`config.mk`:
```
export PLATFORM = sky130hd
export DESIGN_NAME = positional_list_engine
export DESIGN_NICKNAME = d
export VERILOG_FILES = /design/src/rtl/ple_pkg.sv /design/src/rtl/positional_list_engine.sv /design/src/rtl/ple_cell.sv /design/src/rtl/ple_ctrl.sv
export SDC_FILE = /design/constraint.sdc
export NUM_CORES = 2
export LEC_CHECK = 0
export BUFFER_PORTS_ARGS = -buffer_cell sky130_fd_sc_hd__buf_4
export CAP_MARGIN = 5
export CORE_MARGIN = 4
export CORE_UTILIZATION = 50
export DETAILED_ROUTE_END_ITERATION = 10
export PLACE_DENSITY = 0.68
export SLEW_MARGIN = 20
export SYNTH_ARGS = -nofsm -noshare
export SYNTH_HDL_FRONTEND = slang
export SYNTH_SLANG_ARGS = --single-unit
```
`constraint.sdc`:
```
create_clock -name i_clk -period 18.1 [get_ports i_clk]
set_clock_uncertainty 0.05 [all_clocks]
set_input_delay 3.62 -clock i_clk [delete_from_list [all_inputs] [get_ports i_clk]]
set_output_delay 3.62 -clock i_clk [all_outputs]
set_load 0.01 [all_outputs]
```
`src/rtl/ple_pkg.sv`:
```
package ple_pkg;

    // fixed field widths
    localparam int CMD_W = 3;
    localparam int POS_W = 5;
    localparam int VAL_W = 32;
    localparam int ST_W  = 2;
    localparam int LEN_W = 5;

    typedef enum logic [CMD_W-1:0] {
        CMD_INSERT  = 3'd0,
        CMD_REMOVE  = 3'd1,
        CMD_GET     = 3'd2,
        CMD_SET     = 3'd3,
        CMD_REVERSE = 3'd4,
        CMD_CLEAR   = 3'd5
    } t_cmd;

    typedef enum logic [ST_W-1:0] {
        ST_DONE   = 2'd0,
        ST_BADPOS = 2'd1,
        ST_FULL   = 2'd2
    } t_status;

    typedef enum logic [1:0] {
        S_IDLE,
        S_SHIFT,
        S_DONE
    } t_state;

    // what each cell does with its entry this cycle
    typedef enum logic [1:0] {
        EOP_HOLD,
        EOP_INS,
        EOP_DEL,
        EOP_SET
    } t_entry_op;

    typedef struct packed {
        t_entry_op op;
        logic      tap_load;
        logic      tap_shift;
    } t_cell_ctl;

endpackage

```
`src/rtl/positional_list_engine.sv`:
```
// channel   | signals                                   | handshake
// ----------+-------------------------------------------+------------------------------
// command   | i_command, i_position, i_value            | start high, busy low
// result    | o_status, o_read_value, o_length          | o_done high for one cycle
//
// insert, remove, set, reverse, clear and bad commands give their result in the cycle
// after the beat; a new beat may be taken in that same result cycle.
// a get of physical slot q loads the read tap chain, which then moves the entry
// one cell per cycle toward slot zero; busy is high meanwhile.
// reverse flips an orientation flag, so positions map to slots from either end.
// reset (i_rst_n low, synchronous) empties the list; entry contents are kept.
// the receiver cannot stall: each result is shown for exactly one cycle.
module positional_list_engine
    import ple_pkg::*;
#(
    parameter int DEPTH = 16
) (
    input  logic             i_clk,
    input  logic             i_rst_n,
    input  logic             start,
    output logic             busy,
    input  logic [CMD_W-1:0] i_command,
    input  logic [POS_W-1:0] i_position,
    input  logic [VAL_W-1:0] i_value,
    output logic             o_done,
    output logic [ST_W-1:0]  o_status,
    output logic [VAL_W-1:0] o_read_value,
    output logic [LEN_W-1:0] o_length
);

    localparam int IW = $clog2(DEPTH);

    t_cell_ctl        w_ctl;
    logic [IW-1:0]    w_q;
    logic [VAL_W-1:0] w_entry [DEPTH];
    logic [VAL_W-1:0] w_tap   [DEPTH];

    // command control, counting and result
    ple_ctrl #(
        .DEPTH(DEPTH)
    ) u_ctrl (
        .i_clk       (i_clk),
        .i_rst_n     (i_rst_n),
        .start       (start),
        .busy        (busy),
        .i_command   (i_command),
        .i_position  (i_position),
        .i_tap0      (w_tap[0]),
        .o_ctl       (w_ctl),
        .o_q         (w_q),
        .o_done      (o_done),
        .o_status    (o_status),
        .o_read_value(o_read_value),
        .o_length    (o_length)
    );

    // row of entry cells, each linked to its neighbors
    for (genvar g = 0; g < DEPTH; g++) begin : g_cell
        logic [VAL_W-1:0] w_left;
        logic [VAL_W-1:0] w_right;
        logic [VAL_W-1:0] w_tap_next;

        if (g == 0) begin : g_first
            assign w_left = i_value;
        end else begin : g_mid
            assign w_left = w_entry[g-1];
        end

        if (g == DEPTH - 1) begin : g_last
            assign w_right    = w_entry[g];
            assign w_tap_next = '0;
        end else begin : g_inner
            assign w_right    = w_entry[g+1];
            assign w_tap_next = w_tap[g+1];
        end

        ple_cell #(
            .IW (IW),
            .IDX(g)
        ) u_cell (
            .i_clk     (i_clk),
            .i_ctl     (w_ctl),
            .i_q       (w_q),
            .i_value   (i_value),
            .i_left    (w_left),
            .i_right   (w_right),
            .i_tap_next(w_tap_next),
            .o_entry   (w_entry[g]),
            .o_tap     (w_tap[g])
        );
    end

endmodule

```
`src/rtl/ple_cell.sv`:
```
module ple_cell
    import ple_pkg::*;
#(
    parameter int IW  = 4,
    parameter int IDX = 0
) (
    input  logic             i_clk,
    input  t_cell_ctl        i_ctl,
    input  logic [IW-1:0]    i_q,
    input  logic [VAL_W-1:0] i_value,
    input  logic [VAL_W-1:0] i_left,
    input  logic [VAL_W-1:0] i_right,
    input  logic [VAL_W-1:0] i_tap_next,
    output logic [VAL_W-1:0] o_entry,
    output logic [VAL_W-1:0] o_tap
);

    localparam logic [IW-1:0] MY_IDX = IW'(IDX);

    logic [VAL_W-1:0] r_entry;
    logic [VAL_W-1:0] n_entry;
    logic [VAL_W-1:0] r_tap;

    // entry update: shift back, close gap or overwrite
    always_comb begin
        n_entry = r_entry;
        case (i_ctl.op)
            EOP_INS: begin
                if (MY_IDX > i_q) begin
                    n_entry = i_left;
                end else if (MY_IDX == i_q) begin
                    n_entry = i_value;
                end
            end
            EOP_DEL: begin
                if (MY_IDX >= i_q) begin
                    n_entry = i_right;
                end
            end
            EOP_SET: begin
                if (MY_IDX == i_q) begin
                    n_entry = i_value;
                end
            end
            default: begin
                n_entry = r_entry;
            end
        endcase
    end

    always_ff @(posedge i_clk) begin
        r_entry <= n_entry;
    end

    // read tap: parallel load, then shift toward slot zero
    always_ff @(posedge i_clk) begin
        if (i_ctl.tap_load) begin
            r_tap <= r_entry;
        end else if (i_ctl.tap_shift) begin
            r_tap <= i_tap_next;
        end
    end

    assign o_entry = r_entry;
    assign o_tap   = r_tap;

endmodule

```
`src/rtl/ple_ctrl.sv`:
```
module ple_ctrl
    import ple_pkg::*;
#(
    parameter int DEPTH = 16
) (
    input  logic                       i_clk,
    input  logic                       i_rst_n,
    input  logic                       start,
    output logic                       busy,
    input  logic [CMD_W-1:0]           i_command,
    input  logic [POS_W-1:0]           i_position,
    input  logic [VAL_W-1:0]           i_tap0,
    output t_cell_ctl                  o_ctl,
    output logic [$clog2(DEPTH)-1:0]   o_q,
    output logic                       o_done,
    output logic [ST_W-1:0]            o_status,
    output logic [VAL_W-1:0]           o_read_value,
    output logic [LEN_W-1:0]           o_length
);

    localparam int CW = $clog2(DEPTH + 1);
    localparam int IW = $clog2(DEPTH);
    localparam int PW = ((CW > POS_W) ? CW : POS_W) + 1;

    t_state        r_state;
    t_state        n_state;
    logic [CW-1:0] r_count;
    logic [CW-1:0] n_count;
    logic          r_rev;
    logic          n_rev;
    t_status       r_status;
    t_status       n_status;
    logic          r_is_get;
    logic          n_is_get;
    logic [IW-1:0] r_wait;
    logic [IW-1:0] n_wait;

    logic          accept;
    logic [PW-1:0] pos_x;
    logic [PW-1:0] cnt_x;
    logic          pos_zero;
    logic          ins_bad;
    logic          held_bad;
    logic          full;
    logic [IW-1:0] q_ins;
    logic [IW-1:0] q_held;
    logic          get_go;

    assign accept = start && !busy;
    assign pos_x  = PW'(i_position);
    assign cnt_x  = PW'(r_count);

    // range checks against the current count
    assign pos_zero = (pos_x == '0);
    assign ins_bad  = pos_zero || (pos_x > cnt_x + PW'(1));
    assign held_bad = pos_zero || (pos_x > cnt_x);
    assign full     = (cnt_x == PW'(DEPTH));

    // logical position to slot, mirrored when the order flag is set
    assign q_ins  = r_rev ? IW'(cnt_x + PW'(1) - pos_x) : IW'(pos_x - PW'(1));
    assign q_held = r_rev ? IW'(cnt_x - pos_x) : IW'(pos_x - PW'(1));

    assign get_go = accept && (t_cmd'(i_command) == CMD_GET) && !held_bad;

    // command decode and datapath updates
    always_comb begin
        n_count  = r_count;
        n_rev    = r_rev;
        n_status = r_status;
        n_is_get = r_is_get;
        n_wait   = r_wait;
        o_ctl    = '{op: EOP_HOLD, tap_load: 1'b0, tap_shift: 1'b0};
        o_q      = q_held;
        if (accept) begin
            n_status = ST_DONE;
            n_is_get = 1'b0;
            case (t_cmd'(i_command))
                CMD_INSERT: begin
                    o_q = q_ins;
                    if (ins_bad) begin
                        n_status = ST_BADPOS;
                    end else if (full) begin
                        n_status = ST_FULL;
                    end else begin
                        o_ctl.op = EOP_INS;
                        n_count  = r_count + CW'(1);
                    end
                end
                CMD_REMOVE: begin
                    if (held_bad) begin
                        n_status = ST_BADPOS;
                    end else begin
                        o_ctl.op = EOP_DEL;
                        n_count  = r_count - CW'(1);
                    end
                end
                CMD_GET: begin
                    if (held_bad) begin
                        n_status = ST_BADPOS;
                    end else begin
                        o_ctl.tap_load = 1'b1;
                        n_wait         = q_held;
                        n_is_get       = 1'b1;
                    end
                end
                CMD_SET: begin
                    if (held_bad) begin
                        n_status = ST_BADPOS;
                    end else begin
                        o_ctl.op = EOP_SET;
                    end
                end
                CMD_REVERSE: begin
                    n_rev = !r_rev;
                end
                CMD_CLEAR: begin
                    n_count = '0;
                    n_rev   = 1'b0;
                end
                default: begin
                    n_status = ST_DONE;
                end
            endcase
        end else if (r_state == S_SHIFT) begin
            o_ctl.tap_shift = 1'b1;
            n_wait          = r_wait - IW'(1);
        end
    end

    // next state
    always_comb begin
        n_state = r_state;
        case (r_state)
            S_IDLE, S_DONE: begin
                if (get_go && (q_held != '0)) begin
                    n_state = S_SHIFT;
                end else if (accept) begin
                    n_state = S_DONE;
                end else begin
                    n_state = S_IDLE;
                end
            end
            S_SHIFT: begin
                if (r_wait == IW'(1)) begin
                    n_state = S_DONE;
                end
            end
            default: begin
                n_state = S_IDLE;
            end
        endcase
    end

    // outputs
    always_comb begin
        busy         = (r_state == S_SHIFT);
        o_done       = (r_state == S_DONE);
        o_status     = r_status;
        o_read_value = r_is_get ? i_tap0 : '0;
        o_length     = cnt_x[LEN_W-1:0];
    end

    always_ff @(posedge i_clk) begin
        if (!i_rst_n) begin
            r_state <= S_IDLE;
            r_count <= '0;
            r_rev   <= 1'b0;
        end else begin
            r_state <= n_state;
            r_count <= n_count;
            r_rev   <= n_rev;
        end
    end

    always_ff @(posedge i_clk) begin
        r_status <= n_status;
        r_is_get <= n_is_get;
        r_wait   <= n_wait;
    end

endmodule

```
# After elaboration in Yosys (flattened, before gate mapping)

Cells that the tools add are included.
W data, S select, Z words.

Mux-type cells: 127
Equal/unequal tests: 48
$add $sub $neg: 7
Magnitude comparators: 33
Reduce and logical (&&, ||, !) cells: 40

Operators by type and width:

| cell                  | number |
|---|---|
| $mux W32              | 80 |
| $pmux W32 S3          | 15 |
| $pmux W32 S2          | 1 |
| $eq A4 B4 Y1 const A  | 8 |
| $gt A4 B4 Y1 const A  | 8 |
| $mux W4               | 8 |
| $reduce_and A2 Y1     | 16 |
| $ne A2 B1 Y1 const B  | 15 |
| $ge A4 B4 Y1 const A  | 7 |
| $eq A3 B4 Y1 const A  | 4 |
| $ge A3 B4 Y1 const A  | 4 |
| $gt A3 B4 Y1 const A  | 4 |
| $mux W2               | 8 |
| $mux W5               | 3 |
| $pmux W5 S3           | 1 |
| $ne A2 B2 Y1 const B  | 6 |
| $eq A2 B4 Y1 const A  | 2 |
| $ge A1 B4 Y1 const A  | 2 |
| $ge A2 B4 Y1 const A  | 2 |
| $gt A1 B4 Y1 const A  | 2 |
| $gt A2 B4 Y1 const A  | 2 |
| $pmux W2 S2           | 2 |
| $reduce_bool A2 Y1    | 4 |
| $sub A4 B1 Y4 const B | 2 |
| 31 further kinds      | 49 |

Bits in registers: 1039
Output and inout port bits: 41
Word-level logic and storage cells: 293
Input port bits: 43

# Longest topological paths before layout

Depth after elaboration: 9
Mapped depth: 14
Gate-level depth less buffers: 12

# By module

From an unflattened synthesis, not the netlist that was laid out.

Cells, all modules: 3871
Area total of the unflattened synthesis: 54287.1 um2

Modules (own cells, without submodules):

| module                          | instances | area an instance (um2) | seq. area each (um2) | cells an instance |
|---|---|---|---|---|
| ple_cell (g_cell[6].u_cell ...) | 2         | 3205.6                 | 1921.8               | 218 |
| ple_cell (g_cell[15].u_cell)    | 1         | 3752.3                 | 1921.8               | 292 |
| ple_cell (g_cell[11].u_cell)    | 1         | 3475.8                 | 1921.8               | 251 |
| ple_cell (g_cell[5].u_cell)     | 1         | 3357.0                 | 1921.8               | 222 |
| ple_cell (g_cell[1].u_cell)     | 1         | 3333.2                 | 1921.8               | 219 |
| ple_cell (g_cell[12].u_cell)    | 1         | 3326.9                 | 1921.8               | 255 |
| ple_cell (g_cell[2].u_cell)     | 1         | 3295.7                 | 1921.8               | 216 |
| ple_cell (g_cell[13].u_cell)    | 1         | 3268.1                 | 1921.8               | 220 |
| ple_cell (g_cell[9].u_cell)     | 1         | 3260.6                 | 1921.8               | 221 |
| ple_cell (g_cell[10].u_cell)    | 1         | 3215.6                 | 1921.8               | 222 |
| ple_cell (g_cell[3].u_cell)     | 1         | 3179.3                 | 1921.8               | 217 |
| ple_cell (g_cell[14].u_cell)    | 1         | 3178.0                 | 1921.8               | 216 |
| ple_cell (g_cell[7].u_cell)     | 1         | 3166.8                 | 1921.8               | 216 |
| ple_cell (g_cell[4].u_cell)     | 1         | 3161.8                 | 1921.8               | 217 |
| +3 rows                         | -         | -                      | -                    | - |

# Worst setup path after synthesis

No wires, ideal clock.

Kind: input to register
Start point: input i_position[1]
End point: register g_cell[0].u_cell.r_tap[0] (enable)
Data required time: 14.388 ns
Stages on the path: 8
Path slack: 0.608 ns
Path buffers: 3
Data arrival time: 13.780 ns
Cell sequence: inv_1 > ha_1 > nor4b_1 > or4_1 > clkbuf_1 > clkbuf_1 > clkbuf_1 > nand2_1

Cells in the longest elaborated chain, start to end: 6
Elaborated cells on any way between the ends: 7

RTL lines:

| what                                             | RTL line                       | text |
|---|---|---|
| start: declaration                               | positional_list_engine.sv:23   | `input logic [POS_W-1:0] i_position,` |
| $gt A5 B5 Y1 or $logic_not A6 Y1 (tied branches) | ple_ctrl.sv:56, ple_ctrl.sv:54 |  |
| $logic_or A1 B1 Y1 *                             | ple_ctrl.sv:56                 | `assign held_bad = pos_zero \|\| (pos_x > cnt_x);` |
| $mux W1 *                                        | ple_ctrl.sv:98                 | `if (held_bad) begin` |
| $mux W1 *                                        | ple_ctrl.sv:77                 | `case (t_cmd'(i_command))` |
| $mux W3 *                                        | ple_ctrl.sv:74                 | `if (accept) begin` |
| $reduce_bool A2 Y1 (no source line) *            | -                              |  |
| end signal: assignment                           | ple_cell.sv:58                 | `r_tap <= r_entry;` |
| end signal: assignment                           | ple_cell.sv:60                 | `r_tap <= i_tap_next;` |
| end: declaration                                 | ple_cell.sv:22                 | `logic [VAL_W-1:0] r_tap;` |

Every way passes the cells marked *; elsewhere a longest branch is shown, timed or not.
A chain may end at the register's enable or synchronous reset.

# Final worst setup path

Start point: input i_position[1]
End point: register g_cell[4].u_cell.r_tap[19] (enable)

Cells in the longest elaborated chain, start to end: 6
Elaborated cells on any way between the ends: 7

RTL lines:

| what                                             | RTL line |
|---|---|
| $gt A5 B5 Y1 or $logic_not A6 Y1 (tied branches) | ple_ctrl.sv:56, ple_ctrl.sv:54 |
| $logic_or A1 B1 Y1 *                             | ple_ctrl.sv:56 |
| $mux W1 *                                        | ple_ctrl.sv:98 |
| $mux W1 *                                        | ple_ctrl.sv:77 |
| $mux W3 *                                        | ple_ctrl.sv:74 |
| $reduce_bool A2 Y1 (no source line) *            | - |
| end signal: assignment                           | ple_cell.sv:58 |
| end signal: assignment                           | ple_cell.sv:60 |
| end: declaration                                 | ple_cell.sv:22 |

Marks and branches as above.

==> flow_summary.json <==
{
  "status": "complete, no violations",
  "clock_path_buffers": 3,
  "critPathMaxFanout": 161,
  "final_cell_mix": "nand2_1 (1,573), edfxtp_1 (1,031), mux2i_1 (490)",
  "grt_pass1_wl_mm": 239,
  "synthDistinctLibCells": 64,
  "routed_wl_mm": 151,
  "ys.flop_type": "edfxtp_1",
  "clkTransAtPathRegs_ns": 0.06,
  "end_kind": "flip-flop",
  "ys_ff_latch": 1039,
  "layout-drive-gt1-share_pct": 8.12,
  "hp-class": "flip-flop to flip-flop",
  "grt.met3_usage_pct": 3.80,
  "viasPerCell": 6.17,
  "grt_max_degree": 193,
  "startpoint_type": "input pin",
  "die_w_um": 341,
  "cts_tree": "built",
  "fp-row-count": 122,
  "rsz0062_at_grt": "false",
  "grt_usage_pct": 25.3,
  "area_growth_pct": 9.37,
  "use_met1_pct": 37.7,
  "routedWlPerCell_um": 22.2,
  "synth_edf_count": 1031,
  "initial_core_util_pct": 50.3,
  "firstDrtPassIters": 7,
  "clockRootBuffer": "clkbuf_16",
  "ys_seq_area_share_pct": 56.0,
  "syn_area_um2": 55600,
  "clkSinkCount": 1039,
  "p_leak_nw": 22.5,
  "antenna_found_initial": 7,
  "hold_viol": 0,
  "layout_commonest_cell": "nand2_1",
  "drc_errors": 0,
  "place_inst": 6560,
  "cts-resized-gates": 0,
  "power_mw": 5.72,
  "die_h_um": 341,
  "slew_headroom_pct": 21.6,
  "critical_path_required_ns": 18.36,
  "postLayoutCoreUtil_pct": 55.0,
  "nFillCells": 9501,
  "setup_violations": 0,
  "tightest_slew_ns": 1.17,
  "htreeDepth": 3,
  "syn_inst": 5395,
  "dieArea_um2": 117000,
  "arrival_ns": 9.15,
  "top_usage_layer": "met2",
  "final.min_clock_period_ns": 8.89,
  "numCtsBuffers": 112,
  "final_net_count": 5257,
  "holdBufCountCts": 0,
  "worstSetupPathType": "input pin to flip-flop",
  "dp_hpwl_mm": 91.9,
  "slew_violations": 0,
  "vdd_drop_max_mv": 0.0982,
  "avgSynthCellArea_um2": 10.3,
  "boundaryPins": 84,
  "synthArstFlopShare_pct": 0,
  "clk-insertion-delay-late_ns": 0.69,
  "io_buffers": 83,
  "multi_input_area_um2": 22500,
  "setup-tns-final_ns": 0,
  "detail-route-antenna-nets": 0,
  "yosys_warnings": 0,
  "power_density_nw_per_um2": 94.2,
  "dr.first_iter.drc_count": 5117,
  "core_region_area_um2": 111000,
  "layout.cells.non_filler": 6776,
  "overflow": 0,
  "vias": 41800,
  "met2_usage_pct": 38.7,
  "postCtsSetupRepairBufs": 0,
  "post-route-period-util_pct": 49.1,
  "synth_nets": 5465,
  "max_cap_viol_count": 0,
  "fmax_mhz": 112,
  "routabilityCongestion": 0.841,
  "regArea_um2": 31100,
  "grt_pass1_vias": 40200
}
[area by class of cell]
class,count,area share (%)
flip-flops and latches,1039,51.2
multi-input cells,3813,37.1
clock buffers,140,4.86
well taps,1488,3.06
repair buffers,168,2.18
clock inverters,70,1.22
inverters,53,0.329
diodes,5,0.0206
[synthesized netlist by cell type, types with 32 or more instances]
master | number | area [um2]
nand2_1 | 1579 | 5930
edfxtp_1 | 1031 | 31000
o21ai_0 | 494 | 2470
mux2i_1 | 490 | 4900
clkbuf_1 | 367 | 1380
a22oi_1 | 256 | 1920
a211oi_1 | 149 | 1120
nor2_1 | 113 | 424
a21oi_1 | 107 | 536
buf_2 | 75 | 375
and2_1 | 67 | 419
o211ai_1 | 62 | 465
a221o_1 | 54 | 541
inv_1 | 52 | 195
and3_1 | 38 | 238
a31oi_1 | 37 | 231
o22ai_1 | 37 | 231
buf_1 | 35 | 131
nand4_1 | 35 | 219
mux2_1 | 33 | 372
nand3_1 | 32 | 160
[power by group]
part	switching, mW	internal, mW	leakage [nW]	total [mW]
Sequential	0.0473	2.73	9.32	2.78
Combinational	0.410	0.214	11.4	0.625
Clock	0.967	1.35	1.80	2.32
[through the flow]
step	setup WS (ns)	cell area, um2	hold slack (ns)
floorplan	0.608	55600	0.441
global placement	8.46	57000	0.444
detailed placement	8.39	57000	0.448
CTS	9.13	60700	0.447
global route	8.76	60800	0.468
finish	9.21	60800	0.451
[cells by family after synthesis]
group | count (synthesis) | share of synthesized area (%)
simple gates | 1922 | 14.0
buf+inv | 543 | 3.93
xor+xnor | 13 | 0.205
mux | 545 | 9.94
compound gates | 1306 | 15.3
flops | 1039 | 56.0
fa+ha+maj | 27 | 0.649
[sequential cells by signal, indices dropped and copies added, names as in the netlist]
| name | count |
|---|---|
| u_ctrl.r_is_get | 1 |
| u_ctrl.r_rev | 1 |
| u_ctrl.o_length | 5 |
| u_ctrl.o_status | 2 |
| g_cell.u_cell.o_entry | 512 |
| g_cell.u_cell.o_tap | 512 |
| u_ctrl.r_state | 2 |
| u_ctrl.r_wait | 4 |
[metal layers]
metal  wire length [um]  up-vias
met5                 13        -
met4               2910        2
met3              13300      228
met2              67200     2018
met1              67300    20200
li1                   -    19400
[worst paths after layout]
kind                         startpoint  slack [ns]  cells after the start                    endpoint
min reg2reg  g_cell[9].u_cell.o_tap[26]        0.45                      2  g_cell[8].u_cell.o_tap[26]
max                       i_position[1]        9.21                     11  g_cell[4].u_cell.o_tap[19]
max reg2reg          u_ctrl.o_length[1]       11.76                      9  g_cell[4].u_cell.o_tap[19]
min          g_cell[9].u_cell.o_tap[26]        0.45                      2  g_cell[8].u_cell.o_tap[26]
[worst max-delay path: stages]
cell and delay, ns:
buf_4 0.14, inv_1 0.15, ha_1 0.29, nor2b_1 0.16, o31ai_1 0.29, a21oi_1 0.18, or4_4 0.92, nand2_4 0.87
buf_12 0.73, buf_4 0.78, buf_4 0.81
Power figures use the tool's default switching activity.
